==> config.mk <==
export PLATFORM = sky130hd
export DESIGN_NAME = adcoc_rsp_fifo_flat
export DESIGN_NICKNAME = d
export VERILOG_FILES = /design/src/rtl/adcoc_pkg.sv /design/src/rtl/adcoc_if.sv /design/src/rtl/adcoc_rsp_fifo.sv /design/src/flat_wrapper.sv
export SDC_FILE = /design/constraint.sdc
export NUM_CORES = 1
export LEC_CHECK = 0
export BUFFER_PORTS_ARGS = -buffer_cell sky130_fd_sc_hd__buf_2
export CAP_MARGIN = 20
export CORE_MARGIN = 2
export CORE_UTILIZATION = 52
export CTS_CLUSTER_SIZE = 24
export DETAILED_ROUTE_END_ITERATION = 8
export PLACE_DENSITY = 0.7
export SKIP_CTS_REPAIR_TIMING = 1
export SYNTH_ARGS = -nofsm -noshare
export SYNTH_HDL_FRONTEND = slang
export SYNTH_SLANG_ARGS = --single-unit
==> constraint.sdc <==
create_clock -name clock -period 6 [get_ports clock]
set_input_delay 0.6 -clock clock [delete_from_list [all_inputs] [get_ports clock]]
set_output_delay 0.6 -clock clock [all_outputs]
set_load 0.05 [all_outputs]
==> src/rtl/adcoc_pkg.sv <==
// Shared types, widths and constants of the ADC channel offset calibrator.
// Depends on nothing; every other file of the block uses it.
package adcoc_pkg;

   localparam int CHANNELS    = 24;
   localparam int SAMPLES     = 300;
   localparam int SAMPLE_BITS = 16;

   localparam int CH_W     = 5;
   localparam int RAW_W    = 16;
   localparam int GAIN_W   = 16;
   localparam int CUR_W    = 32;
   localparam int OFF_W    = 20;
   localparam int SUM_W    = 25;
   localparam int CNT_W    = 9;
   localparam int ADDR_W   = (CHANNELS > 1) ? $clog2(CHANNELS) : 1;

   localparam int X_W          = SUM_W + 5;
   localparam int RECIP_SHIFT  = X_W + CNT_W;
   localparam longint unsigned RECIP =
      ((64'd1 << RECIP_SHIFT) + 64'(SAMPLES) - 64'd1) / 64'(SAMPLES);
   localparam int RECIP_W      = $clog2(RECIP + 64'd1);
   localparam int QUOT_W       = X_W + RECIP_W;

   localparam int DIFF_W = ((SAMPLE_BITS + 4 > OFF_W) ? SAMPLE_BITS + 4 : OFF_W) + 1;
   localparam int PROD_W = DIFF_W + GAIN_W;

   localparam int HIST_DEPTH = 3;

   localparam int FIFO_DEPTH = 8;
   localparam int FIFO_PTR_W = $clog2(FIFO_DEPTH);
   localparam int FIFO_CNT_W = FIFO_PTR_W + 1;

   localparam int CSR_IDX_W  = 1;
   localparam int CSR_DATA_W = 16;
   localparam logic [CSR_IDX_W-1:0] CSR_CALIBRATE_MODE = 1'd0;
   localparam logic [CSR_IDX_W-1:0] CSR_GAIN           = 1'd1;

   localparam logic signed [GAIN_W-1:0] GAIN_RESET = 16'shEA16;

   typedef struct packed {
      logic [SUM_W-1:0] sum;
      logic [CNT_W-1:0] count;
   } sc_entry_type;

   typedef struct packed {
      logic [CH_W-1:0]         channel_out;
      logic signed [CUR_W-1:0] current;
      logic                    offset_updated;
      logic [OFF_W-1:0]        offset_value;
   } rsp_type;

   typedef struct packed {
      logic    valid;
      rsp_type data;
   } push_type;

endpackage

==> src/rtl/adcoc_if.sv <==


interface adcoc_rsp_if;
   logic                                valid;
   logic                                ready;
   logic [adcoc_pkg::CH_W-1:0]          channel_out;
   logic signed [adcoc_pkg::CUR_W-1:0]  current;
   logic                                offset_updated;
   logic [adcoc_pkg::OFF_W-1:0]         offset_value;

   modport source (output valid, output channel_out, output current,
                   output offset_updated, output offset_value, input ready);
   modport sink   (input valid, input channel_out, input current,
                   input offset_updated, input offset_value, output ready);
endinterface

==> src/rtl/adcoc_rsp_fifo.sv <==
// Result queue that decouples the calculation pipeline from the result channel.
// Depends on adcoc_pkg and adcoc_rsp_if.
module adcoc_rsp_fifo (
   input  logic                             clock,
   input  logic                             reset,
   input  adcoc_pkg::push_type              push,
   output logic [adcoc_pkg::FIFO_CNT_W-1:0] fill,
   adcoc_rsp_if.source                      rsp_chan
);
   import adcoc_pkg::*;

   rsp_type                 entry_ff [FIFO_DEPTH];
   logic [FIFO_PTR_W-1:0]   wr_ptr_ff;
   logic [FIFO_PTR_W-1:0]   rd_ptr_ff;
   logic [FIFO_CNT_W-1:0]   fill_ff;
   logic [FIFO_CNT_W-1:0]   fill_in;
   logic                    pop;
   rsp_type                 head;

   assign pop  = rsp_chan.valid && rsp_chan.ready;
   assign head = entry_ff[rd_ptr_ff];

   assign rsp_chan.valid          = (fill_ff != '0);
   assign rsp_chan.channel_out    = head.channel_out;
   assign rsp_chan.current        = head.current;
   assign rsp_chan.offset_updated = head.offset_updated;
   assign rsp_chan.offset_value   = head.offset_value;
   assign fill                    = fill_ff;

   always_comb begin
      fill_in = fill_ff;
      if (push.valid && !pop) begin
         fill_in = fill_ff + 1'b1;
      end else if (!push.valid && pop) begin
         fill_in = fill_ff - 1'b1;
      end
   end

   always_ff @(posedge clock) begin
      if (reset) begin
         wr_ptr_ff <= '0;
         rd_ptr_ff <= '0;
         fill_ff   <= '0;
      end else begin
         fill_ff <= fill_in;
         if (push.valid) begin
            wr_ptr_ff <= wr_ptr_ff + 1'b1;
         end
         if (pop) begin
            rd_ptr_ff <= rd_ptr_ff + 1'b1;
         end
      end
   end

   always_ff @(posedge clock) begin
      if (push.valid) begin
         entry_ff[wr_ptr_ff] <= push.data;
      end
   end

endmodule

==> src/flat_wrapper.sv <==
// flat-port wrapper written by rule: the top's interface ports become plain ports
module adcoc_rsp_fifo_flat import adcoc_pkg::*;
  (clock, reset, push, fill, rsp_chan_valid, rsp_chan_channel_out, rsp_chan_current, rsp_chan_offset_updated, rsp_chan_offset_value, rsp_chan_ready);
  adcoc_rsp_if rsp_chan_i ();
  input  logic clock;
  input  logic reset;
  input  adcoc_pkg::push_type push;
  output logic [adcoc_pkg::FIFO_CNT_W-1:0] fill;
  output wire logic [$bits(rsp_chan_i.valid)-1:0] rsp_chan_valid;
  output wire logic [$bits(rsp_chan_i.channel_out)-1:0] rsp_chan_channel_out;
  output wire logic [$bits(rsp_chan_i.current)-1:0] rsp_chan_current;
  output wire logic [$bits(rsp_chan_i.offset_updated)-1:0] rsp_chan_offset_updated;
  output wire logic [$bits(rsp_chan_i.offset_value)-1:0] rsp_chan_offset_value;
  input wire logic [$bits(rsp_chan_i.ready)-1:0] rsp_chan_ready;
  assign rsp_chan_valid = rsp_chan_i.valid;
  assign rsp_chan_channel_out = rsp_chan_i.channel_out;
  assign rsp_chan_current = rsp_chan_i.current;
  assign rsp_chan_offset_updated = rsp_chan_i.offset_updated;
  assign rsp_chan_offset_value = rsp_chan_i.offset_value;
  assign rsp_chan_i.ready = rsp_chan_ready;
  adcoc_rsp_fifo u_core (.clock(clock), .reset(reset), .push(push), .fill(fill), .rsp_chan(rsp_chan_i));
endmodule
==> results.md <==
* Initial core utilization at 52.7%
* CP Buf/Inv Count at 2
* Routed wire per std cell at 23.6 um
* Outcome: completed
* Number of buffers added on ports at 124
* R2r worst-path depth at 9
* CP cell instances: buf_4, mux4_1, mux2_4, buf_2
* Final #Nets at 963
* Via density at 5.70
* # IOs at 125
* Slowest-stage cell, CP: dfxtp_4
* CP required at 5400 ps
* Slew Limit Fails at 0
* VDD IR max at 0.446 mV
* Synthesized Nets at 807
* FILL cells at 2445
* Ys Warns at 0
* Worst-path fanout max at 40
* Final TNS setup at 0 ps
* Number of global-route vias before repair at 8196
* CP arrival at 3190 ps
* Startpoint Class: flop
* Syn Area/Cell at 24.7 um^2
* CTS tree: built
* Grt total ovfl at 0
* Pwr Total at 8.78 mW
* CP max stage delay at 890 ps
* Worst r2r dst: u_core.fill[3]
* Min-delay worst type: in -> reg
* Clock-pin slew on the worst setup and hold paths at 60 ps
* CTS Buf Count at 47
* #FFs+latches synth at 477
* Slew @ Worst Pin at 986 ps
* Setup violators final at 0
* Die width at 191 um
* First-pass iteration count of the detailed router at 4
* Worst-Skew Late Latency at 550 ps
* CP top delay family: multiplexers
* Core area at 34500 um^2
* Unique masters post-synth at 28
* Area growth from synthesis to layout at 14.3%
* First-pass GRT wire length at 49.5 mm
* Tot GR Track Use at 18.4%
* Fin Clk Skew at 13.6 ps
* Share of cells above drive strength 1 at 40.8%
* FF-to-FF setup slack at 3330 ps
* Final hold violations at 0
* Max clock buf depth at 3
* DRC Markers at 0
* # clock sinks at 477
* Antenna Nets Post-Route at 0
* Relative slew margins at 34.3%
* Crit path kind: reg -> out
* Final instance area at 20800 um^2
* Cells after Synth at 739
* Static leakage at 6.74 nW
* Ranking of synthesized cells by area: edfxtp_1, mux4_2, mux2_4
* DR vias at 7910
* Root Buffer: clkbuf_16
* Largest net degree at the start of global routing at 59
* Post-DP HPWL at 17.4 mm
* Power per Cell Area at 422 nW/um^2
* Sequential-to-total area share from yosys stat at 77.9%
* DRC marker count from the first detailed-route iteration at 582
* Routability cong. at 0.680
* Layout Utilization at 60.3%
* Crit. End Element: output pin
* Min Clock Period, post-route at 3790 ps
* CP endpoint: rsp_chan_current[5]
* Die H at 191 um
* FP Rows at 68
* RSZ-0062 raised after global routing: false
* Post-Route WL at 32.8 mm
* Max-cap viol count at 0
* Post-place instance area at 19400 um^2
* Hold slack at 317 ps
* Initial antenna violation count at 4
* Die footprint at 36600 um^2
* Peak Freq at 264 MHz
* Reg-to-Reg Start: u_core.fill[0]
* Top cell type's share of synthesized area at 76.5%
* Syn Std Cell Area at 18200 um^2
* Final period utilization at 63.2%
* Area leader, netlist: edfxtp_1
* Crit. path cell count at 4
* CTS H-tree lvls at 2
registers in the layout, summed over array words and instances (netlist names), named ones only:
signal,count
u_core.fill,4
u_core.entry_ff,464
u_core.rd_ptr_ff,3
u_core.wr_ptr_ff,3
where the power goes:
part           internal, mW  switching [mW]
logic                 0.902            1.25
clock network          1.57            1.15
registers              3.77           0.135
total                  6.24            2.54
per-layer routing:
metal / routed length (um) / track usage, % / up-vias / share of wire, %
met4: 571 / 4.59 / 8 / 1.7
met2: 15900 / 29.0 / 178 / 49
li1: - / - / 3464 / -
met3: 1870 / 4.33 / 56 / 5.7
met1: 14300 / 26.4 / 4204 / 44
met5: 47 / 0 / - / 0.14
through the flow:
stage / worst slack [ps] / cells
floorplan: 812 / 739
global route: 1970 / 1387
CTS: 2090 / 1387
detailed placement: 2730 / 1301
finish: 2210 / 1388
global placement: 2760 / 1300
Yosys cell counts:
master and n:
buf_1 1, a21oi_1 3, nor2_1 18, a211oi_1 1, nor2b_1 1, fa_1 1
nand2_1 5, buf_12 5, dfxtp_1 13, mux2_2 19, clkbuf_1 13, xnor2_1 2
mux4_1 8, inv_1 1, edfxtp_1 464, a31oi_1 1, ha_1 5, mux2_4 40
clkbuf_4 2, nor3_1 2, mux2i_1 2, nand3_1 3, buf_2 12, nand2b_1 3
buf_6 1, xor2_1 4, mux4_2 108, or4_1 1
layout by cell type (no fill, tap or decap), drive strengths merged:
cell type	Yosys	final
xor2	4	4
mux4	116	116
fa	1	1
or4	1	1
nor2b	1	1
xnor2	2	2
mux2	59	59
nand2b	3	3
a21oi	3	3
diode	0	1
clkinvlp	0	2
ha	5	5
nor2	18	18
clkbuf	15	61
dfxtp	13	13
nand3	3	3
a211oi	1	1
clkinv	0	21
edfxtp	464	464
nand2	5	5
inv	1	1
bufinv	0	2
a31oi	1	1
mux2i	2	2
nor3	2	2
buf	19	141
area by class of cell:
class / instances / area (um^2) / share of cell area [%]
repair buffers: 141 / 773 / 3.71
well taps: 455 / 569 / 2.73
flip-flops and latches: 477 / 14200 / 68.2
multi-input cells: 227 / 3840 / 18.4
clock inverters: 25 / 164 / 0.787
diodes: 1 / 2.50 / 0.0120
inverters: 1 / 3.75 / 0.0180
clock buffers: 61 / 1270 / 6.10
worst min-delay path by stage:
| stage | start | to | slack [ps] | depth (start not counted) |
|---|---|---|---|---|
| 3_5_place_dp | u_core.rd_ptr_ff[1] | flop | 470 | 2 |
| 4_1_cts | push[33] | u_core.entry_ff[4][33] | 290 | 1 |
| 5_1_grt | push[46] | u_core.entry_ff[6][46] | 310 | 1 |
| 2_1_floorplan | u_core.rd_ptr_ff[1] | flop | 450 | 2 |
| 6_report | push[18] | u_core.entry_ff[1][18] | 320 | 1 |
| 3_3_place_gp | u_core.rd_ptr_ff[1] | flop | 460 | 2 |
worst reg2reg max path, delay by kind of cell, from the launching register on:
| kind | cells | cell delay [ps] |
|---|---|---|
| AND/OR/NAND/NOR | 2 | 750 |
| adder cells (fa/ha/maj) | 2 | 520 |
| AO/OA/AOI/OAI | 3 | 480 |
| flip-flops | 1 | 360 |
| multiplexers | 1 | 350 |
| buffers and inverters | 1 | 100 |
logic make-up (layout without fill, tap and decap cells):
logic type / after synthesis / in the layout / synth area share, %
adder cells (fa/ha/maj): 6 / 6 / 0.453
flip-flops: 477 / 477 / 77.9
buffers and inverters: 35 / 228 / 1.33
XOR/XNOR: 6 / 6 / 0.288
multiplexers: 177 / 177 / 19.1
AND/OR/NAND/NOR: 33 / 33 / 0.790
AO/OA/AOI/OAI: 5 / 5 / 0.158
other: 0 / 1 / 0
Power figures use the tool's default switching activity.
